===== src/rtl/core/sgm_pkg.sv =====
// ----------------------------------------------------------------------------
// sgm_pkg
// Shared widths, register indexes and control types of the Sobel gradient
// magnitude block.
// ----------------------------------------------------------------------------
package sgm_pkg;

  localparam int PIXEL_W           = 8;
  localparam int GRAD_W            = 11;
  localparam int DIM_W             = 13;
  localparam int CFG_INDEX_W       = 4;
  localparam int CFG_DATA_W        = 13;
  localparam int LINE_W            = 2 * PIXEL_W;
  localparam int MAX_WIDTH_DEFAULT = 4096;
  localparam int HEIGHT_LIMIT      = 4096;
  localparam int WIDTH_RESET       = 512;
  localparam int HEIGHT_RESET      = 512;

  localparam logic [CFG_INDEX_W-1:0] REG_FRAME_WIDTH  = 4'd0;
  localparam logic [CFG_INDEX_W-1:0] REG_FRAME_HEIGHT = 4'd1;

  localparam logic OP_PIXEL = 1'b0;

  typedef struct packed {
    logic step;
    logic use_old;
    logic zero_top;
    logic zero_bottom;
    logic zero_left;
  } win_ctrl_t;

  typedef struct packed {
    logic [PIXEL_W-1:0] top;
    logic [PIXEL_W-1:0] mid;
    logic [PIXEL_W-1:0] bot;
  } win_col_t;

  typedef struct packed {
    logic               done;
    logic [PIXEL_W-1:0] magnitude;
  } mag_status_t;

endpackage


===== src/rtl/core/sgm_window.sv =====
// ----------------------------------------------------------------------------
// sgm_window
// 3x3 pixel window with border padding and registered Sobel X/Y gradients.
// ----------------------------------------------------------------------------
module sgm_window (
  input  logic                                 clk_i,
  input  logic                                 rst_ni,
  input  sgm_pkg::win_ctrl_t                   ctrl_i,
  input  sgm_pkg::win_col_t                    col_i,
  output logic signed [sgm_pkg::GRAD_W-1:0]    gx_o,
  output logic signed [sgm_pkg::GRAD_W-1:0]    gy_o
);

  logic [2:0][2:0][sgm_pkg::PIXEL_W-1:0] win_q, win_d;
  logic [2:0][2:0][sgm_pkg::PIXEL_W-1:0] nb;
  logic signed [sgm_pkg::GRAD_W-1:0]     p [3][3];
  logic signed [sgm_pkg::GRAD_W-1:0]     gx_d, gy_d, gx_q, gy_q;

  always_comb begin
    win_d = win_q;
    if (ctrl_i.step) begin
      for (int i = 0; i < 3; i++) begin
        win_d[i][0] = win_q[i][1];
        win_d[i][1] = win_q[i][2];
      end
      win_d[0][2] = col_i.top;
      win_d[1][2] = col_i.mid;
      win_d[2][2] = col_i.bot;
    end
  end

  always_comb begin
    if (ctrl_i.use_old) begin
      for (int i = 0; i < 3; i++) begin
        nb[i][0] = win_q[i][1];
        nb[i][1] = win_q[i][2];
        nb[i][2] = '0;
      end
    end else begin
      nb = win_d;
    end
    if (ctrl_i.zero_top) begin
      nb[0] = '0;
    end
    if (ctrl_i.zero_bottom) begin
      nb[2] = '0;
    end
    if (ctrl_i.zero_left) begin
      for (int i = 0; i < 3; i++) begin
        nb[i][0] = '0;
      end
    end
  end

  always_comb begin
    for (int i = 0; i < 3; i++) begin
      for (int j = 0; j < 3; j++) begin
        p[i][j] = $signed(sgm_pkg::GRAD_W'(nb[i][j]));
      end
    end
    gx_d = (p[0][2] - p[0][0]) + ((p[1][2] - p[1][0]) <<< 1) + (p[2][2] - p[2][0]);
    gy_d = (p[2][0] - p[0][0]) + ((p[2][1] - p[0][1]) <<< 1) + (p[2][2] - p[0][2]);
  end

  always_ff @(posedge clk_i or negedge rst_ni) begin
    if (!rst_ni) begin
      win_q <= '0;
    end else begin
      win_q <= win_d;
    end
  end

  always_ff @(posedge clk_i) begin
    if (ctrl_i.step) begin
      gx_q <= gx_d;
      gy_q <= gy_d;
    end
  end

  assign gx_o = gx_q;
  assign gy_o = gy_q;

endmodule


===== config.mk =====
export PLATFORM = sky130hd
export DESIGN_NAME = sgm_window
export DESIGN_NICKNAME = d
export VERILOG_FILES = /design/src/rtl/core/sgm_pkg.sv /design/src/rtl/core/sgm_window.sv
export SDC_FILE = /design/constraint.sdc
export NUM_CORES = 1
export LEC_CHECK = 0
export ABC_AREA = 0
export BUFFER_PORTS_ARGS = -buffer_cell sky130_fd_sc_hd__buf_2
export CAP_MARGIN = 20
export CELL_PAD_IN_SITES_DETAIL_PLACEMENT = 1
export CELL_PAD_IN_SITES_GLOBAL_PLACEMENT = 2
export CORE_MARGIN = 2
export CORE_UTILIZATION = 25
export DETAILED_ROUTE_END_ITERATION = 10
export PLACE_DENSITY_LB_ADDON = 0.1
export SLEW_MARGIN = 20
export SYNTH_ARGS = -nofsm -noshare
export SYNTH_HDL_FRONTEND = slang
export SYNTH_SLANG_ARGS = --single-unit

===== constraint.sdc =====
create_clock -name clk_i -period 6.45 [get_ports clk_i]
set_clock_uncertainty 0.1 [all_clocks]
set_input_delay 0.9675 -clock clk_i [delete_from_list [all_inputs] [get_ports clk_i]]
set_output_delay 0.9675 -clock clk_i [all_outputs]
set_load 0.02 [all_outputs]

==> impl_metrics.json, run 1 <==
{
  "core_sq_um": 28800,
  "grt.overflow.total": 0,
  "clk_latency_ps": 360,
  "clk_pin_slew_worst_paths_ps": 80,
  "synth_warnings": 0,
  "power_mw": 3.36,
  "nNetsFinal": 938,
  "syn_avg_cell_area_sq_um": 9.60,
  "clock-root-buffer": "clkbuf_16",
  "slew_headroom_pct": 50.3,
  "dp_hpwl_microns": 17800,
  "first_global_vias": 6145,
  "drc": 0,
  "status": "completed",
  "vdd_ir_drop_max_v": 0.000248,
  "ff_latch_area_sq_um": 2460,
  "crit_path_frequent_cell": "a21o_1",
  "place_ws_ps": 701,
  "critPathKind": "in2reg",
  "die_area_sq_um": 30600,
  "finalWeightedCongestion": 0.761,
  "ys_async_sr_fraction_pct": 76.6,
  "wl_microns": 22300,
  "synth.distinct_cells": 41,
  "leakagePower_nw": 3.92,
  "wire_per_inst_microns": 18.5,
  "rrSetupSlack_ps": 1860,
  "crit_path_start_kind": "input port",
  "powerDensity_nw_per_um2": 402,
  "num_rows": 62,
  "viasPerCell": 4.60,
  "syn_to_final_growth_pct": 14.2,
  "layout_common_cells": "inv_1, dfrtp_1, ha_1",
  "synthFlopType": "dfrtp_1",
  "fin_tns_setup_ps": 0,
  "end_kind": "flip-flop",
  "final_common_cell": "inv_1",
  "hold_class": "reg2reg",
  "cp_max_fo": 30,
  "max_freq_mhz": 187,
  "io_pins": 53,
  "dr.pass1.iters": 4,
  "antennaDiodeCount": 0,
  "drv_cap": 0,
  "drt-initial-drc-count": 142,
  "design_area_sq_um": 8360,
  "synthCells": 762,
  "postRouteAntennaNets": 0,
  "fillers": 3319,
  "hold_buffers": 0,
  "worstPathRequired_ps": 6470,
  "synth_edf_count": 22,
  "rsz0062_at_grt": "no",
  "cp.arrival_ps": 5360,
  "port_buffers": 52,
  "yosysTopAreaCell": "dfrtp_1",
  "finalCriticalPeriod_ps": 5340,
  "cts_buffers": 9,
  "synth.area.top_cells": "dfrtp_1, ha_1, edfxtp_1",
  "yosysTopAreaCellShare_pct": 24.6,
  "syn_area_sq_um": 7310,
  "fp.dieW_microns": 175,
  "grt_first_pass_wirelength_microns": 36000,
  "antenna_found_initial": 0,
  "cts_resized": 0,
  "grt_usage_pct": 15.5,
  "cts_max_path_buffers": 2,
  "slowest_stage": "fa_1",
  "hold_violations": 0,
  "yosysSeqAreaShare_pct": 33.7,
  "grt_max_degree": 73,
  "vias": 5534,
  "path_cells": "buf_4 -> buf_12 -> mux2_2 -> nor2_1 -> a211o_1 -> ha_1 -> inv_1 -> fa_1 -> a21o_1 -> a21oi_2 -> nor2_1 -> a211oi_1 -> xor2_1 -> fa_1 -> inv_1 -> ha_1 -> a21o_1 -> a21o_1 -> a41o_1 -> a21oi_2 -> xnor2_1",
  "cts_max_level": 3,
  "cp_slowest_stage_delay_ps": 520,
  "setup_viol": 0,
  "cts_setup_buffers": 0,
  "syn-num-nets": 887,
  "drive_above_1_share_pct": 16.7,
  "cts.sinks": 94,
  "multi_input_area_sq_um": 4370,
  "start_util_pct": 25.4,
  "ys_ff_latch": 94,
  "die_h_microns": 175,
  "whs_ps": 378,
  "worst_pin_slew_ps": 746,
  "drv_slew": 0,
  "cts_tree": "done",
  "placed_cell_area_sq_um": 8050,
  "fin_ws_ps": 1110,
  "finalCritPeriodShare_pct": 82.8
}
## worst max-delay path, delay by kind of cell
family | cells | cell delay (ps)
AO/OA/AOI/OAI | 8 | 1510
adder cells (fa/ha/maj) | 4 | 1440
buffers and inverters | 4 | 630
multiplexers | 1 | 370
XOR/XNOR | 2 | 220
AND/OR/NAND/NOR | 2 | 180
## area by class of cell
cell class	instances	area share, %
timing repair buffer	63	4.51
inverter	97	4.36
clock inverter	7	0.958
tap	384	5.75
sequential	94	29.5
multi-input combinational	548	52.3
clock buffer	9	2.70
## metal layers
| metal | up-vias | share of wire, % | GRT usage, % |
|---|---|---|---|
| met1 | 2777 | 46 | 19.8 |
| met2 | 61 | 51 | 27.6 |
| met5 | - | 0 | 0 |
| met4 | 0 | 1.1 | 3.33 |
| met3 | 13 | 1.9 | 2.22 |
| li1 | 2683 | - | - |
## synthesized netlist by cell type, types with 7 or more instances
cell type and number:
inv_1 97, dfrtp_1 72, ha_1 68, nor2_1 66, nand2_1 62, mux2_2 46, o21ai_0 33, nor3_1 27
fa_1 26, xnor2_1 26, nor2b_1 25, xor2_1 24, edfxtp_1 22, nand3_1 18, a211o_1 15, a21oi_1 14
a21o_1 13, nand2b_1 11, mux2i_1 10, and2_1 8, clkbuf_1 8, buf_2 7
## registers in the layout, summed over array words and instances (netlist names), named ones only
| register | flops |
|---|---|
| win_q | 64 |
| gy_o | 11 |
| gx_o | 11 |
## power breakdown
part / total [mW] / switching, mW / internal, mW
clock network: 0.588 / 0.280 / 0.307
registers: 0.884 / 0.0489 / 0.835
logic: 1.89 / 1.07 / 0.822
total: 3.36 / 1.39 / 1.97
## worst paths after layout
check,startpoint,end,cells after the start
max,ctrl_i[4],gy_o[10],21
min,win_q[51],win_q[51],2
max reg2reg,win_q[8],gy_o[10],20
min reg2reg,win_q[51],win_q[51],2
max in group asynchronous,rst_ni,win_q[16],1
min in group asynchronous,rst_ni,win_q[46],1
## cells by family after synthesis
family | synth area share [%]
flip-flops | 33.7
buffers and inverters | 6.64
AND/OR/NAND/NOR | 14.1
multiplexers | 8.45
adder cells (fa/ha/maj) | 18.7
XOR/XNOR | 5.99
AO/OA/AOI/OAI | 12.4
## per-stage QoR
step	instances	util [%]
after global routing	1202	29.0
after global placement	1186	28.0
after CTS	1202	29.0
after detailed placement	1186	28.0
final	1202	29.0
after floorplan	762	-
Note: power is estimated with default switching activity, not from simulation.
==> inputs of run 2 (changes only) <==
--- a/config.mk
+++ b/config.mk
@@ -5,7 +5,7 @@
 export SDC_FILE = /design/constraint.sdc
 export NUM_CORES = 1
 export LEC_CHECK = 0
-export ABC_AREA = 0
+export ABC_AREA = 1
 export BUFFER_PORTS_ARGS = -buffer_cell sky130_fd_sc_hd__buf_2
 export CAP_MARGIN = 20
 export CELL_PAD_IN_SITES_DETAIL_PLACEMENT = 1
==> constraint.sdc (replaced) <==
create_clock -name clk_i -period 4.8 [get_ports clk_i]
set_clock_uncertainty 0.1 [all_clocks]
set_input_delay 0.72 -clock clk_i [delete_from_list [all_inputs] [get_ports clk_i]]
set_output_delay 0.72 -clock clk_i [all_outputs]
set_load 0.02 [all_outputs]
==> impl_metrics.json, run 2 <==
{
  "nNetsFinal": 1212,
  "end_kind": "flip-flop",
  "status": "completed",
  "largest_reg_flops": 64,
  "fp.dieW_microns": 180,
  "synth_xor_xnor_area_share_pct": 3.28,
  "leakagePower_nw": 4.65,
  "yosysSeqAreaShare_pct": 31.8,
  "die_h_microns": 180,
  "dr.pass1.iters": 6,
  "grt_usage_pct": 15.8,
  "antennaDiodeCount": 0,
  "grt_max_degree": 73,
  "drive_above_1_share_pct": 16.1,
  "synth_compound_area_share_pct": 14.8,
  "worst_pin_slew_ps": 749,
  "start_util_pct": 25.3,
  "io_pins": 53,
  "finalCriticalPeriod_ps": 4360,
  "dp_hpwl_microns": 19800,
  "drt-initial-drc-count": 185,
  "clk_latency_ps": 360,
  "post-synth-top-count-cell": "nand2_1",
  "antenna_found_initial": 0,
  "cts_resized": 0,
  "cts_max_level": 3,
  "port_buffers": 52,
  "stdcell_count": 1488,
  "synth_adder_area_share_pct": 17.7,
  "powerDensity_nw_per_um2": 492,
  "core_sq_um": 30600,
  "ys_ff_latch": 94,
  "fillers": 3770,
  "hold_class": "in2async",
  "syn_to_final_growth_pct": 15.8,
  "cts_tree": "done",
  "synth_edf_count": 22,
  "dp_cells": 1472,
  "syn_avg_cell_area_sq_um": 7.63,
  "drv_cap": 0,
  "viasPerCell": 4.38,
  "num_rows": 64,
  "cts.sinks": 94,
  "rsz0062_at_grt": "no",
  "final_common_cell": "nand2_1",
  "wl_microns": 24500,
  "cts_max_path_buffers": 2,
  "grt_first_pass_wirelength_microns": 39600,
  "critPathKind": "in2reg",
  "yosys-top-cells-count": "nand2_1, inv_1, dfrtp_1",
  "synth.distinct_cells": 35,
  "r2r_start": "win_q[64]",
  "cts_setup_buffers": 0,
  "max_freq_mhz": 229,
  "cp-startpoint": "ctrl_i[4]",
  "final_util_pct": 29.3,
  "place_ws_ps": -18.7,
  "drv_slew": 0,
  "syn-num-nets": 1140,
  "yosysTopAreaCellShare_pct": 23.3,
  "synthSimpleGateAreaFrac_pct": 21.5,
  "syn_area_sq_um": 7750,
  "crit_path_start_kind": "input port",
  "cts_buffers": 9,
  "muxShareOfSynthArea_pct": 0,
  "cp.arrival_ps": 4390,
  "finalWeightedCongestion": 0.781,
  "design_area_sq_um": 8970,
  "first_global_vias": 7005,
  "layout_common_cells": "nand2_1, inv_1, dfrtp_1",
  "placed_cell_area_sq_um": 8650,
  "synthFlopType": "dfrtp_1",
  "vias": 6523,
  "hold_violations": 0,
  "synth_top_family_by_area": "simple AND/OR/NAND/NOR gates",
  "wire_per_inst_microns": 16.5,
  "grt.overflow.total": 0,
  "hold_buffers": 0,
  "setup_viol": 0,
  "yosysTopAreaCell": "dfrtp_1",
  "ys_async_sr_fraction_pct": 76.6,
  "clk_pin_slew_worst_paths_ps": 80,
  "synth_warnings": 0,
  "fin_ws_ps": 442,
  "cp_max_fo": 21,
  "slew_headroom_pct": 50.0,
  "finalCritPeriodShare_pct": 90.8,
  "die_area_sq_um": 32400,
  "clock-root-buffer": "clkbuf_16",
  "synth.area.top_cells": "dfrtp_1, nand2_1, ha_1",
  "postRouteAntennaNets": 0,
  "vdd_ir_drop_max_v": 0.000235,
  "synthCells": 1015,
  "drc": 0,
  "regMostFlops": "win_q",
  "worstPathRequired_ps": 4830
}
## run 2: changes by cell type after synthesis, sizes merged, moves of 15 or more
cell and delta:
nor2b -25, a211o -15, nand2 +186, a21oi +51, or2 +19, inv +84, mux2 -46, o21ai +75
nor3 -26, nand3 +15
## run 2: final timing paths
| check | to | slack (ps) | cells after the start |
|---|---|---|---|
| worst max-delay path | gy_o[10] | 440 | 21 |
| min in group clk_i | win_q[55] | 390 | 2 |
| max in group asynchronous | win_q[48] | 3800 | 1 |
| worst max register to register | gy_o[10] | 650 | 19 |
| worst min-delay path | win_q[42] | 250 | 1 |
| worst min register to register | win_q[55] | 390 | 2 |
## run 2: kinds of logic (layout without fill, tap and decap cells)
kind of cell,after synthesis,count (layout)
simple gates,394,394
buf+inv,210,287
compound gates,194,194
flops,94,94
fa+ha+maj,94,94
xor+xnor,29,29
## run 2: per-layer routing
layer,share of wire (%),wire (microns),global-route usage (%),vias up
li1,-,-,-,3373
met1,47,11500,19.9,3087
met2,49,12100,28.3,43
met3,1.8,432,1.98,20
met4,1.8,448,4.42,0
met5,0,0,0,-
## run 2: layout make-up
cell class / count / area [sq um] / area share [%]
Clock buffer: 10 / 239 / 2.66
Clock inverter: 6 / 75.1 / 0.837
Inverter: 181 / 682 / 7.60
Multi-Input combinational cell: 711 / 4440 / 49.5
Sequential cell: 94 / 2460 / 27.4
Tap cell: 396 / 495 / 5.52
Timing Repair Buffer: 90 / 579 / 6.46
## run 2: where the power goes
group          internal [mW]  total (mW)  switching [mW]
clock network          0.430       0.814           0.384
logic                  0.944        2.48            1.53
registers               1.07        1.12          0.0465
## run 2: stage by stage
step                      setup TNS, ps  hold slack, ps  total power [mW]
after floorplan                       0             324              2.93
final                                 0             251              4.41
after CTS                             0             394              4.54
after global routing                  0             304              4.92
after global placement            -12.9             363              3.68
after detailed placement          -18.7             370              3.68
## run 2: critical path, stage by stage
cell and delay, ps:
buf_4 150, inv_4 120, or2_1 240, o21ai_2 80
nor2_2 90, ha_1 240, fa_1 460, nand3b_1 180
nand2_1 120, nand3_1 130, o21ai_0 270, buf_4 170
inv_1 50, fa_1 470, ha_1 340, nand2_1 100
inv_1 40, a21oi_1 190, nand3_1 100, nand2_1 60
nand2_1 40
