===== src/rtl/core/sgm_pkg.sv =====
// ----------------------------------------------------------------------------
// sgm_pkg
// Shared widths, register indexes and control types of the Sobel gradient
// magnitude block.
// ----------------------------------------------------------------------------
package sgm_pkg;

  localparam int PIXEL_W           = 8;
  localparam int GRAD_W            = 11;
  localparam int DIM_W             = 13;
  localparam int CFG_INDEX_W       = 4;
  localparam int CFG_DATA_W        = 13;
  localparam int LINE_W            = 2 * PIXEL_W;
  localparam int MAX_WIDTH_DEFAULT = 4096;
  localparam int HEIGHT_LIMIT      = 4096;
  localparam int WIDTH_RESET       = 512;
  localparam int HEIGHT_RESET      = 512;

  localparam logic [CFG_INDEX_W-1:0] REG_FRAME_WIDTH  = 4'd0;
  localparam logic [CFG_INDEX_W-1:0] REG_FRAME_HEIGHT = 4'd1;

  localparam logic OP_PIXEL = 1'b0;

  typedef struct packed {
    logic step;
    logic use_old;
    logic zero_top;
    logic zero_bottom;
    logic zero_left;
  } win_ctrl_t;

  typedef struct packed {
    logic [PIXEL_W-1:0] top;
    logic [PIXEL_W-1:0] mid;
    logic [PIXEL_W-1:0] bot;
  } win_col_t;

  typedef struct packed {
    logic               done;
    logic [PIXEL_W-1:0] magnitude;
  } mag_status_t;

endpackage


===== src/rtl/core/sgm_isqrt.sv =====
// ----------------------------------------------------------------------------
// sgm_isqrt
// Iterative magnitude unit: sum of squares, then one root bit per cycle,
// saturating at full scale.
// ----------------------------------------------------------------------------
module sgm_isqrt (
  input  logic                              clk_i,
  input  logic                              rst_ni,
  input  logic                              start_i,
  input  logic signed [sgm_pkg::GRAD_W-1:0] gx_i,
  input  logic signed [sgm_pkg::GRAD_W-1:0] gy_i,
  output sgm_pkg::mag_status_t              status_o
);

  localparam int ABS_W   = sgm_pkg::GRAD_W - 1;
  localparam int SQ_W    = 2 * ABS_W;
  localparam int SUMSQ_W = SQ_W + 1;
  localparam int ROOT_W  = sgm_pkg::PIXEL_W;
  localparam int IDX_W   = $clog2(ROOT_W);

  typedef enum logic [1:0] {
    IS_IDLE = 2'b01,
    IS_ITER = 2'b10
  } is_state_e;

  is_state_e            state_q, state_d;
  logic                 done_q, done_d;
  logic [IDX_W-1:0]     idx_q, idx_d;
  logic [ROOT_W-1:0]    root_q, root_d;
  logic [SUMSQ_W-1:0]   s_q, s_d;
  logic [ABS_W-1:0]     ax, ay;
  logic [SQ_W-1:0]      ax2, ay2;
  logic [ROOT_W-1:0]    trial;
  logic [2*ROOT_W-1:0]  trial2;
  logic                 sat;

  assign ax     = ABS_W'(gx_i[sgm_pkg::GRAD_W-1] ? -gx_i : gx_i);
  assign ay     = ABS_W'(gy_i[sgm_pkg::GRAD_W-1] ? -gy_i : gy_i);
  assign ax2    = ax * ax;
  assign ay2    = ay * ay;
  assign trial  = root_q | (ROOT_W'(1) << idx_q);
  assign trial2 = trial * trial;
  assign sat    = |s_q[SUMSQ_W-1:2*ROOT_W];

  always_comb begin
    state_d = state_q;
    done_d  = 1'b0;
    idx_d   = idx_q;
    root_d  = root_q;
    s_d     = s_q;
    unique case (state_q)
      IS_IDLE: begin
        if (start_i) begin
          s_d     = SUMSQ_W'(ax2) + SUMSQ_W'(ay2);
          root_d  = '0;
          idx_d   = IDX_W'(ROOT_W - 1);
          state_d = IS_ITER;
        end
      end
      IS_ITER: begin
        if (sat) begin
          root_d  = '1;
          done_d  = 1'b1;
          state_d = IS_IDLE;
        end else begin
          if (trial2 <= s_q[2*ROOT_W-1:0]) begin
            root_d = trial;
          end
          if (idx_q == '0) begin
            done_d  = 1'b1;
            state_d = IS_IDLE;
          end else begin
            idx_d = idx_q - IDX_W'(1);
          end
        end
      end
      default: begin
        state_d = IS_IDLE;
      end
    endcase
  end

  always_ff @(posedge clk_i or negedge rst_ni) begin
    if (!rst_ni) begin
      state_q <= IS_IDLE;
      done_q  <= 1'b0;
      idx_q   <= '0;
    end else begin
      state_q <= state_d;
      done_q  <= done_d;
      idx_q   <= idx_d;
    end
  end

  always_ff @(posedge clk_i) begin
    root_q <= root_d;
    s_q    <= s_d;
  end

  assign status_o.done      = done_q;
  assign status_o.magnitude = root_q;

endmodule


===== config.mk =====
export PLATFORM = sky130hd
export DESIGN_NAME = sgm_isqrt
export DESIGN_NICKNAME = d
export VERILOG_FILES = /design/src/rtl/core/sgm_pkg.sv /design/src/rtl/core/sgm_isqrt.sv
export SDC_FILE = /design/constraint.sdc
export NUM_CORES = 1
export LEC_CHECK = 0
export BUFFER_PORTS_ARGS = -buffer_cell sky130_fd_sc_hd__buf_4
export CAP_MARGIN = 10
export CORE_UTILIZATION = 50
export CTS_CLUSTER_SIZE = 8
export DETAILED_ROUTE_END_ITERATION = 12
export PLACE_DENSITY = 0.67
export SYNTH_ARGS = -nofsm -noshare
export SYNTH_HDL_FRONTEND = slang
export SYNTH_SLANG_ARGS = --single-unit

===== constraint.sdc =====
create_clock -name clk_i -period 14 [get_ports clk_i]
set_input_delay 0.7 -clock clk_i [delete_from_list [all_inputs] [get_ports clk_i]]
set_output_delay 0.7 -clock clk_i [all_outputs]
set_load 0.02 [all_outputs]

==> metrics.txt, run 1 <==
status completed; initial cell density of the core 0.513; WL final 19.4 mm; core area 18,800 sq um; fin crit period 8.23 ns; post-synthesis async set-or-reset flop share 0.171; final worst-path cycle share 0.588; maximum fanout along the worst path 7; hold buffers post-CTS 0; Yosys top cell by area sky130_fd_sc_hd__fa_1; CTS H-Tree Depth 2; mean area per synthesized cell 8.93 sq um; deepest clock path buffer count 2; slew of the pin with the lowest slew margin 1.20 ns; combined global-route utilization of all metal layers 0.208; die width 141 microns; layout-stage area growth over the synthesis result 6.15%; Netlist Area Pre-Place 9620 sq um; synthesized instance count 1,077; cell with the most instances after synthesis sky130_fd_sc_hd__inv_1; Synth area leaders sky130_fd_sc_hd__fa_1 32%, sky130_fd_sc_hd__ha_1 18%, sky130_fd_sc_hd__inv_1 10%, sky130_fd_sc_hd__edfxtp_1 9.1%, sky130_fd_sc_hd__nor2_1 3.7%; endpoint kind of the worst setup timing path flip-flop; number of buffers added for setup after CTS 0; startpoint kind of the worst setup timing path input port; Fill cells 1,748; number of warning messages in the yosys log 0; net count after synthesis 1,393; Worst Path Class, Setup in -> reg; buffer type at the clock tree root sky130_fd_sc_hd__clkbuf_16; pin count of the biggest net entering global routing 26; HPWL after DPL 17.2 mm; Final Non-Filler Cells 1,330; nets@finish 1,411; worst path arrival time 8.24 ns; Finish-stage setup viols 0; register area share after synthesis 0.106; final weighted congestion in routability-driven placement 0.912; Max Slew Vio Count 0; DRC viols 0; number of antenna violations at the first check in global routing 0; first-pass GRT wire length 32.8 mm; Die Ht 141 microns; via count of the first global-routing pass 7,010; io pins 34; CTS Sinks 35; worst-case headroom to the max-slew limit 0.193; clock latency on the worst-skew pair 0.28 ns; top_reg_cell synth sky130_fd_sc_hd__edfxtp_1; Final Hold Vio Count 0; CTS-repair resized insts 0; count of antenna diodes in the layout 0; via count of the routed design 7,112; share of the core filled with cells in the final layout 0.544; depth of the worst register-to-register path 22; die area 19,800 sq um; fraction of layout instances using a drive strength above 1 0.0602; Max Clock Freq 0.122 GHz; class of the worst hold path in -> async; post-CTS clock slew at the launch and capture registers of the worst setup and hold paths 0.06 ns; total CTS buffers 5; top cells by count, synth 257 x sky130_fd_sc_hd__inv_1, 154 x sky130_fd_sc_hd__fa_1, 137 x sky130_fd_sc_hd__ha_1, 96 x sky130_fd_sc_hd__nor2_1, 80 x sky130_fd_sc_hd__nand2_1; skew final 0.00749 ns; Max-cap violations 0; number of core rows 50; count of cell types in the netlist 66; unrepaired setup endpoints after global routing false; global route overflow 0; post-placement cell count 1,322; CP required 14.01 ns; vias per std cell 5.35; TritonCTS clock tree done; Yosys reg bits 35; portion of synthesized cell area occupied by the leading cell type 0.320; drt first-iter violations 455; number of I/O port buffers 33; setup_tns 0 ns; antenna-violating nets left 0; number of enable flip-flop cells after synthesis 29; number of iterations in the first detailed-routing pass 5; average routed wire per standard cell 14.6 microns
## layout make-up
type / count / area (sq um) / area share
Clock buffer: 6 / 129 / 0.0126
Clock inverter: 2 / 12.5 / 0.00123
Inverter: 263 / 987 / 0.0967
Multi-Input combinational cell: 756 / 7510 / 0.736
Sequential cell: 35 / 1020 / 0.100
Tap cell: 234 / 293 / 0.0287
Timing Repair Buffer: 34 / 255 / 0.0250
## worst paths after layout
check,start,endpoint,slack [ns]
min,rst_ni,done_q$_DFF_PN0_,0.21
max,gx_i[0],s_q[15]$_DFFE_PP_,5.77
min in group clk_i,idx_q[0]$_DFFE_PN0P_,idx_q[0]$_DFFE_PN0P_,0.55
max reg2reg,idx_q[0]$_DFFE_PN0P_,root_q[0]$_SDFFCE_PN0P_,5.92
min reg2reg,idx_q[0]$_DFFE_PN0P_,idx_q[0]$_DFFE_PN0P_,0.55
max in group asynchronous,rst_ni,state_q[0]$_DFFE_PN1P_,13.58
## critical path, stage by stage
cell                       delay (ns)
sky130_fd_sc_hd__buf_4           0.15
sky130_fd_sc_hd__inv_1           0.17
sky130_fd_sc_hd__ha_1            0.19
sky130_fd_sc_hd__nand2b_1        0.10
sky130_fd_sc_hd__o41ai_1         0.32
sky130_fd_sc_hd__xor2_1          0.72
sky130_fd_sc_hd__inv_1           0.38
sky130_fd_sc_hd__nand2_1         0.21
sky130_fd_sc_hd__inv_1           0.08
sky130_fd_sc_hd__fa_1            0.49
sky130_fd_sc_hd__fa_1            0.52
sky130_fd_sc_hd__inv_1           0.05
sky130_fd_sc_hd__fa_1            0.50
sky130_fd_sc_hd__inv_1           0.05
sky130_fd_sc_hd__fa_1            0.48
sky130_fd_sc_hd__fa_1            0.50
sky130_fd_sc_hd__fa_1            0.49
sky130_fd_sc_hd__inv_1           0.05
sky130_fd_sc_hd__fa_1            0.52
sky130_fd_sc_hd__inv_1           0.05
sky130_fd_sc_hd__ha_1            0.37
sky130_fd_sc_hd__a21o_1          0.19
sky130_fd_sc_hd__a31o_2          0.22
sky130_fd_sc_hd__o211ai_1        0.43
sky130_fd_sc_hd__mux2i_1         0.25
sky130_fd_sc_hd__a211oi_1        0.06
## stage by stage
step,hold WS (ns),worst slack [ns],cell area [sq um]
floorplan,0.404,6.44,9620
global placement,0.512,5.71,10100
detailed placement,0.512,5.61,10100
CTS,0.214,5.89,10200
global route,0.218,5.42,10200
finish,0.212,5.77,10200
## registers in the layout, indices dropped and copies added, names as in the netlist
name,count
state_q,2
done_q,1
idx_q,3
s_q,21
root_q,8
## layout by cell type (no fill, tap or decap), types with 5 or more instances in the layout
master | Yosys | layout
sky130_fd_sc_hd__o211ai_1 | 5 | 5
sky130_fd_sc_hd__nand2_1 | 80 | 80
sky130_fd_sc_hd__a21oi_1 | 53 | 53
sky130_fd_sc_hd__or2_2 | 7 | 7
sky130_fd_sc_hd__clkbuf_16 | 0 | 5
sky130_fd_sc_hd__nand3_1 | 11 | 11
sky130_fd_sc_hd__o21ai_0 | 20 | 20
sky130_fd_sc_hd__inv_1 | 257 | 257
sky130_fd_sc_hd__a21o_1 | 15 | 15
sky130_fd_sc_hd__xnor2_1 | 38 | 38
sky130_fd_sc_hd__xor2_1 | 19 | 19
sky130_fd_sc_hd__or3_1 | 6 | 6
sky130_fd_sc_hd__fa_1 | 154 | 154
sky130_fd_sc_hd__buf_4 | 1 | 34
sky130_fd_sc_hd__ha_1 | 137 | 137
sky130_fd_sc_hd__o21a_1 | 5 | 5
sky130_fd_sc_hd__nand2b_1 | 16 | 16
sky130_fd_sc_hd__nor3_1 | 14 | 14
sky130_fd_sc_hd__dfrtp_1 | 5 | 5
sky130_fd_sc_hd__edfxtp_1 | 29 | 29
sky130_fd_sc_hd__nor2b_1 | 5 | 5
sky130_fd_sc_hd__nor2_1 | 96 | 96
## cells by family (layout without fill, tap and decap cells)
family	Yosys count	after routing	synth area share
xor gates and xnor gates	60	60	0.0570
and+or+nand+nor	261	261	0.124
muxes	7	7	0.00806
AOI/OAI and AO/OA	137	137	0.0934
adders and majority gates	291	291	0.499
DFF	35	35	0.106
buffers and inverters	286	305	0.113
## metal layers
layer / vias up / GRT usage / share of wire
li1: 3441 / - / -
met3: 13 / 0.0350 / 0.066
met2: 192 / 0.333 / 0.46
met5: - / 0 / 0
met1: 3466 / 0.300 / 0.46
met4: 0 / 0.0372 / 0.013
Power of run 1 is not shown: default switching activity piles up to over one toggle a cycle in this logic, so the estimate is an artifact.
==> run 2, diff against run 1 <==
--- a/config.mk
+++ b/config.mk
@@ -10,7 +10,7 @@
 export CORE_UTILIZATION = 50
 export CTS_CLUSTER_SIZE = 8
 export DETAILED_ROUTE_END_ITERATION = 12
-export PLACE_DENSITY = 0.67
+export PLACE_DENSITY = 0.69
 export SYNTH_ARGS = -nofsm -noshare
 export SYNTH_HDL_FRONTEND = slang
 export SYNTH_SLANG_ARGS = --single-unit
==> constraint.sdc (replaced) <==
create_clock -name clk_i -period 7.4 [get_ports clk_i]
set_input_delay 0.37 -clock clk_i [delete_from_list [all_inputs] [get_ports clk_i]]
set_output_delay 0.37 -clock clk_i [all_outputs]
set_load 0.02 [all_outputs]
==> run 2 against run 1 <==
Worst hold slack better by 0.22 ns. First-iteration DRC count increased by 11%. Setup slack worse by 5.4 ns. Critical path depth unchanged. Global-route usage increased by 1.3 points. Sequential cell count unchanged. Die area is the same. Count of clock-buffer cells in the layout stayed put.
==> metrics.txt, run 2 (synthesized netlist as in run 1, its figures left out) <==
HPWL after DPL 17.8 mm (was 17.2 mm); Max stage delay cell, worst path sky130_fd_sc_hd__fa_1 (was sky130_fd_sc_hd__xor2_1); maximum fanout along the worst path 7 (unchanged); CP required 7.42 ns (was 14.01 ns); Worst Path Class, Setup in -> reg (unchanged); Die Ht 141 microns (unchanged); fin crit period 6.98 ns; initial cell density of the core 0.513 (unchanged); nets@finish 1,451 (was 1,411); CTS Sinks 35 (unchanged); drt first-iter violations 503 (was 455); buffer type at the clock tree root sky130_fd_sc_hd__clkbuf_16 (unchanged); worst path arrival time 7.00 ns (was 8.24 ns); via count of the routed design 7,238 (was 7,112); dominant cell type by count on the critical path sky130_fd_sc_hd__inv_1; startpoint kind of the worst setup timing path input port (unchanged); setup_tns 0 ns (unchanged); number of iterations in the first detailed-routing pass 5 (unchanged); Max Slew Vio Count 0 (unchanged); top metal layer carrying routed signals met4 (unchanged); final worst-path cycle share 0.944; unrepaired setup endpoints after global routing false (unchanged); status completed (unchanged); number of antenna violations at the first check in global routing 0 (unchanged); number of I/O port buffers 33 (unchanged); layout-stage area growth over the synthesis result 9.52% (was 6.15%); total CTS buffers 5 (unchanged); amount of wire on met3 after detailed routing 1.19 mm (was 1.27 mm); pin count of the biggest net entering global routing 26 (unchanged); largest reg by FF count s_q (unchanged); Max Clock Freq 0.143 GHz; clock latency on the worst-skew pair 0.28 ns (about the same); skew final 0.00443 ns (was 0.00749 ns); commonest cells after routing, fill and taps aside 257 x sky130_fd_sc_hd__inv_1, 154 x sky130_fd_sc_hd__fa_1, 137 x sky130_fd_sc_hd__ha_1 (unchanged); antenna-violating nets left 0 (unchanged); count of antenna diodes in the layout 0 (unchanged); share of the core filled with cells in the final layout 0.561 (was 0.544); RR Endpoint root_q[4]$_SDFFCE_PN0P_ (was root_q[0]$_SDFFCE_PN0P_); CTS H-Tree Depth 2 (unchanged); fraction of layout instances using a drive strength above 1 0.0951 (was 0.0602); Final Hold Vio Count 0 (unchanged); number of core rows 50 (unchanged); Max-cap violations 0 (unchanged); TritonCTS clock tree done (unchanged); global route overflow 0 (unchanged); die width 141 microns (unchanged); worst-case headroom to the max-slew limit 0.286 (was 0.193); final weighted congestion in routability-driven placement 0.933 (was 0.912); highest cell delay on the worst timing path 0.56 ns (was 0.72 ns); DR WL met2 9.33 mm (was 9.01 mm); post-CTS clock slew at the launch and capture registers of the worst setup and hold paths 0.06 ns (about the same); cell family with the largest share of critical-path delay adder cells (unchanged); worst reg2reg startpoint idx_q[0]$_DFFE_PN0P_ (unchanged); number of flip-flops in the largest register 21 (unchanged); detailed-routing wirelength on met1 9.30 mm (was 8.91 mm); Worst Hold Slack 0.436 ns (was 0.212 ns); class of the worst hold path in -> async (unchanged); biggest registers after layout s_q x21, root_q x8, idx_q x3 (unchanged); io pins 34 (unchanged); flop2flop setup slack 0.49 ns (was 5.92 ns); first-pass GRT wire length 34.9 mm (was 32.8 mm); vias per std cell 5.28 (was 5.35); average routed wire per standard cell 14.7 microns (was 14.6 microns); endpoint kind of the worst setup timing path flip-flop (unchanged); leading cell type in the layout, fill and taps excluded sky130_fd_sc_hd__inv_1 (unchanged); slew of the pin with the lowest slew margin 1.07 ns (was 1.20 ns); WL final 20.2 mm (was 19.4 mm); combined global-route utilization of all metal layers 0.221 (was 0.208); via count of the first global-routing pass 7,416 (was 7,010); crit path buf inv count 8 (unchanged); core area 18,800 sq um (unchanged); depth of the worst register-to-register path 28 (was 22); deepest clock path buffer count 2 (unchanged); die area 19,800 sq um (unchanged); DRC viols 0 (unchanged); number of buffers added for setup after CTS 0 (unchanged); Finish-stage setup viols 0 (unchanged)
-- run 2: final cells by class --
| cell class | count | area (sq um) |
|---|---|---|
| fillers | 1729 | 8230 |
| multi-input cells | 756 | 7530 |
| flip-flops and latches | 35 | 1020 |
| inverters | 263 | 987 |
| repair buffers | 74 | 558 |
| well taps | 234 | 293 |
| clock buffers | 6 | 129 |
| clock inverters | 2 | 12.5 |
-- run 2: per-layer routing --
layer,global-route usage,vias up
met5,0,-
met4,0.0429,0
met3,0.0316,30
met2,0.352,179
met1,0.321,3521
li1,-,3508
-- run 2: metrics by stage --
step,instances,setup WS (ns),area (sq um)
after floorplan,1077,0.169,9620
after global placement,1361,0.210,10400
after detailed placement,1361,0.153,10400
after CTS,1370,0.388,10500
after global routing,1370,0.0161,10500
final,1370,0.415,10500
-- run 2: how the worst max path moves through the flow --
stage / from / to / cells past startpoint
after CTS: gx_i[0] / s_q[15]$_DFFE_PP_ / 26
after global routing: gx_i[0] / s_q[15]$_DFFE_PP_ / 27
after detailed placement: gx_i[0] / s_q[15]$_DFFE_PP_ / 27
after floorplan: gy_i[0] / s_q[15]$_DFFE_PP_ / 26
after global placement: gx_i[0] / s_q[15]$_DFFE_PP_ / 27
final: gx_i[0] / s_q[15]$_DFFE_PP_ / 26
-- run 2: what timing repair did --
item / 4_1_cts / 5_1_grt
endpoints found under the hold margin: 5 / 0
gates resized for setup: 0 / 3
setup endpoints to repair: 0 / 5
hold buffers: 1 / 0
-- run 2: worst register-to-register path: cells and delay by family (launching register included) --
family	cells	cell delay [ns]
buffers and inverters	9	1.09
AO/OA/AOI/OAI	3	0.84
AND/OR/NAND/NOR	8	1.52
flip-flops	1	0.43
adder cells (fa/ha/maj)	7	2.63
XOR/XNOR	1	0.12
Power of run 2 is left out for the same reason.
==> run 3, diff against run 2 <==
--- a/config.mk
+++ b/config.mk
@@ -10,7 +10,8 @@
 export CORE_UTILIZATION = 50
 export CTS_CLUSTER_SIZE = 8
 export DETAILED_ROUTE_END_ITERATION = 12
-export PLACE_DENSITY = 0.69
+export HOLD_SLACK_MARGIN = 0.02
+export PLACE_DENSITY = 0.67
 export SYNTH_ARGS = -nofsm -noshare
 export SYNTH_HDL_FRONTEND = slang
 export SYNTH_SLANG_ARGS = --single-unit
==> constraint.sdc (replaced) <==
create_clock -name clk_i -period 6.45 [get_ports clk_i]
set_input_delay 0.3225 -clock clk_i [delete_from_list [all_inputs] [get_ports clk_i]]
set_output_delay 0.3225 -clock clk_i [all_outputs]
set_load 0.02 [all_outputs]
==> run 3 against run 2 <==
The flow now finishes with violations (negative setup slack). Count of clock-buffer cells in the layout unchanged. Setup slack worse by 0.59 ns. Via count grew 8.9%. Register-to-register slack worse by 0.19 ns. Non-clock buffer count grew 168. Clock skew grew 0.0022 ns. Critical endpoint is now s_q[18]$_DFFE_PP_. Largest cell class unchanged.
==> metrics.txt, run 3 (synthesized netlist as in run 1, its figures left out) <==
class of the worst hold path in -> async (unchanged); count of antenna diodes in the layout 0 (unchanged); clock latency on the worst-skew pair 0.28 ns (about the same); flop2flop setup slack 0.30 ns (was 0.49 ns); fin crit period 6.63 ns; pin count of the biggest net entering global routing 26 (unchanged); first-pass GRT wire length 39.7 mm (was 34.9 mm); depth of the worst register-to-register path 25 (was 28); final weighted congestion in routability-driven placement 0.980 (was 0.933); number of core rows 50 (unchanged); Die Ht 141 microns (unchanged); dominant cell type by count on the critical path sky130_fd_sc_hd__fa_1 (was sky130_fd_sc_hd__inv_1); skew final 0.00658 ns (was 0.00443 ns); number of flip-flops in the largest register 21 (unchanged); Finish-stage setup viols 9 (was 0); crit path setup slack, layout -0.176 ns (was 0.415 ns); die area 19,800 sq um (unchanged); critical path launch point gy_i[1] (was gx_i[0]); share of the core filled with cells in the final layout 0.667 (was 0.561); combined global-route utilization of all metal layers 0.252 (was 0.221); status complete, but fails checks (was completed); slew of the pin with the lowest slew margin 1.06 ns (was 1.07 ns); commonest cells after routing, fill and taps aside 242 x sky130_fd_sc_hd__inv_1, 232 x sky130_fd_sc_hd__buf_4, 148 x sky130_fd_sc_hd__fa_1 (was 257 x sky130_fd_sc_hd__inv_1, 154 x sky130_fd_sc_hd__fa_1, 137 x sky130_fd_sc_hd__ha_1); antenna-violating nets left 0 (unchanged); CTS H-Tree Depth 2 (unchanged); number of antenna violations at the first check in global routing 0 (unchanged); failing checks negative setup slack; endpoint of the most critical setup path s_q[18]$_DFFE_PP_ (was s_q[15]$_DFFE_PP_); DRC viols 0 (unchanged); cells along the critical path buf_6 > or3_4 > or3_4 > o31a_1 > xor2_2 > nand2_2 > fa_1 > fa_1 > inv_2 > fa_1 > fa_1 > fa_1 > fa_1 > inv_1 > fa_1 > inv_2 > ha_4 > a21o_1 > o221a_4 > o2111a_1 > a311oi_2; Final Hold Vio Count 0 (unchanged); worst reg2reg startpoint idx_q[0]$_DFFE_PN0P_ (unchanged); vias per std cell 5.13 (was 5.28); Max Slew Vio Count 0 (unchanged); total CTS buffers 5 (unchanged); layout-stage area growth over the synthesis result 30.2% (was 9.52%); die width 141 microns (unchanged); crit path buf inv count 4 (was 8); endpoint kind of the worst setup timing path flip-flop (unchanged); fraction of layout instances using a drive strength above 1 0.301 (was 0.0951); buffer type at the clock tree root sky130_fd_sc_hd__clkbuf_16 (unchanged); io pins 34 (unchanged); Max Clock Freq 0.151 GHz; via count of the routed design 7,883 (was 7,238); worst path arrival time 6.74 ns (was 7.00 ns); final worst-path cycle share 1.03; post-CTS clock slew at the launch and capture registers of the worst setup and hold paths 0.06 ns (about the same); Max-cap violations 0 (unchanged); CP required 6.56 ns (was 7.42 ns); maximum fanout along the worst path 4 (was 7); unrepaired setup endpoints after global routing true (was false); CTS Sinks 35 (unchanged); Crit path depth 21 (was 26); HPWL after DPL 20.0 mm (was 17.8 mm); number of iterations in the first detailed-routing pass 5 (unchanged); via count of the first global-routing pass 8,529 (was 7,416); TritonCTS clock tree done (unchanged); cell family with the largest share of critical-path delay adder cells (unchanged); average routed wire per standard cell 15.3 microns (was 14.7 microns); leading cell type in the layout, fill and taps excluded sky130_fd_sc_hd__inv_1 (unchanged); RR Endpoint root_q[1]$_SDFFCE_PN0P_ (was root_q[4]$_SDFFCE_PN0P_); startpoint kind of the worst setup timing path input port (unchanged); Max stage delay cell, worst path sky130_fd_sc_hd__fa_1 (unchanged); number of I/O port buffers 33 (unchanged); biggest registers after layout s_q x21, root_q x8, idx_q x3 (unchanged); highest cell delay on the worst timing path 0.59 ns (was 0.56 ns); global route overflow 0 (unchanged); drt first-iter violations 383 (was 503); core area 18,800 sq um (unchanged); largest reg by FF count s_q (unchanged); Worst Path Class, Setup in -> reg (unchanged); worst-case headroom to the max-slew limit 0.291 (was 0.286); nets@finish 1,619 (was 1,451); deepest clock path buffer count 2 (unchanged); WL final 23.5 mm (was 20.2 mm); initial cell density of the core 0.513 (unchanged)
run 3: layout make-up:
type	instances	area [sq um]
Timing Repair Buffer	242	1850
Fill cell	1480	6240
Sequential cell	35	1020
Tap cell	234	293
Inverter	263	1010
Clock inverter	2	13.8
Multi-Input combinational cell	756	8180
Clock buffer	6	150
run 3: worst min-delay path by stage:
stage / start / to / slack, ns / cells after the start
CTS: rst_ni / idx_q[2]$_DFFE_PN0P_ / 0.39 / 2
finish: rst_ni / idx_q[2]$_DFFE_PN0P_ / 0.40 / 2
global placement: rst_ni / idx_q[0]$_DFFE_PN0P_ / 0.13 / 1
floorplan: rst_ni / done_q$_DFF_PN0_ / 0.03 / 0
detailed placement: rst_ni / idx_q[1]$_DFFE_PN0P_ / 0.13 / 1
global route: rst_ni / idx_q[1]$_DFFE_PN0P_ / 0.41 / 2
run 3: metrics by stage:
step | instance area [sq um] | cells | TNS, ns | hold WS (ns) | worst slack [ns]
after floorplan | 9810 | 1077 | -1.59 | 0.0269 | -0.253
after global placement | 11500 | 1495 | -4.18 | 0.131 | -0.436
after detailed placement | 11500 | 1495 | -5.68 | 0.132 | -0.612
after CTS | 12100 | 1527 | -0.614 | 0.389 | -0.155
after global routing | 12500 | 1538 | -2.69 | 0.408 | -0.321
final | 12500 | 1538 | -0.848 | 0.400 | -0.176
run 3: repair_timing:
action | in CTS | in global routing
buffers inserted | 23 | 12
hold buffers | 1 | 0
hold endpoints to repair | 6 | 0
pin swaps | 37 | 58
resized for setup | 39 | 84
endpoints found under the setup margin | 19 | 20
run 3: routing by layer:
metal,vias up,global-route usage,routed length [microns]
met5,-,0,0
met4,0,0.0452,448
met3,32,0.0414,1310
met2,192,0.438,11300
met1,3810,0.336,10400
li1,3849,-,-
run 3: worst reg2reg max path, cell delays in order (launching register included):
cell,delay (ns)
sky130_fd_sc_hd__dfrtp_2,0.40
sky130_fd_sc_hd__inv_1,0.09
sky130_fd_sc_hd__ha_1,0.21
sky130_fd_sc_hd__nor2b_2,0.15
sky130_fd_sc_hd__or2_2,0.31
sky130_fd_sc_hd__clkinvlp_4,0.13
sky130_fd_sc_hd__buf_4,0.16
sky130_fd_sc_hd__nor2_1,0.07
sky130_fd_sc_hd__ha_1,0.24
sky130_fd_sc_hd__fa_1,0.47
sky130_fd_sc_hd__ha_1,0.33
sky130_fd_sc_hd__fa_1,0.52
sky130_fd_sc_hd__inv_1,0.07
sky130_fd_sc_hd__fa_1,0.47
sky130_fd_sc_hd__nand2b_1,0.19
sky130_fd_sc_hd__a21o_1,0.21
sky130_fd_sc_hd__and2_1,0.18
sky130_fd_sc_hd__o2111ai_2,0.20
sky130_fd_sc_hd__o2111ai_1,0.15
sky130_fd_sc_hd__ha_1,0.32
sky130_fd_sc_hd__and4_4,0.25
sky130_fd_sc_hd__nand2_2,0.10
sky130_fd_sc_hd__nor3_4,0.18
sky130_fd_sc_hd__a2111oi_4,0.07
sky130_fd_sc_hd__nor3_2,0.18
sky130_fd_sc_hd__buf_4,0.19
Power of run 3 is left out for the same reason.
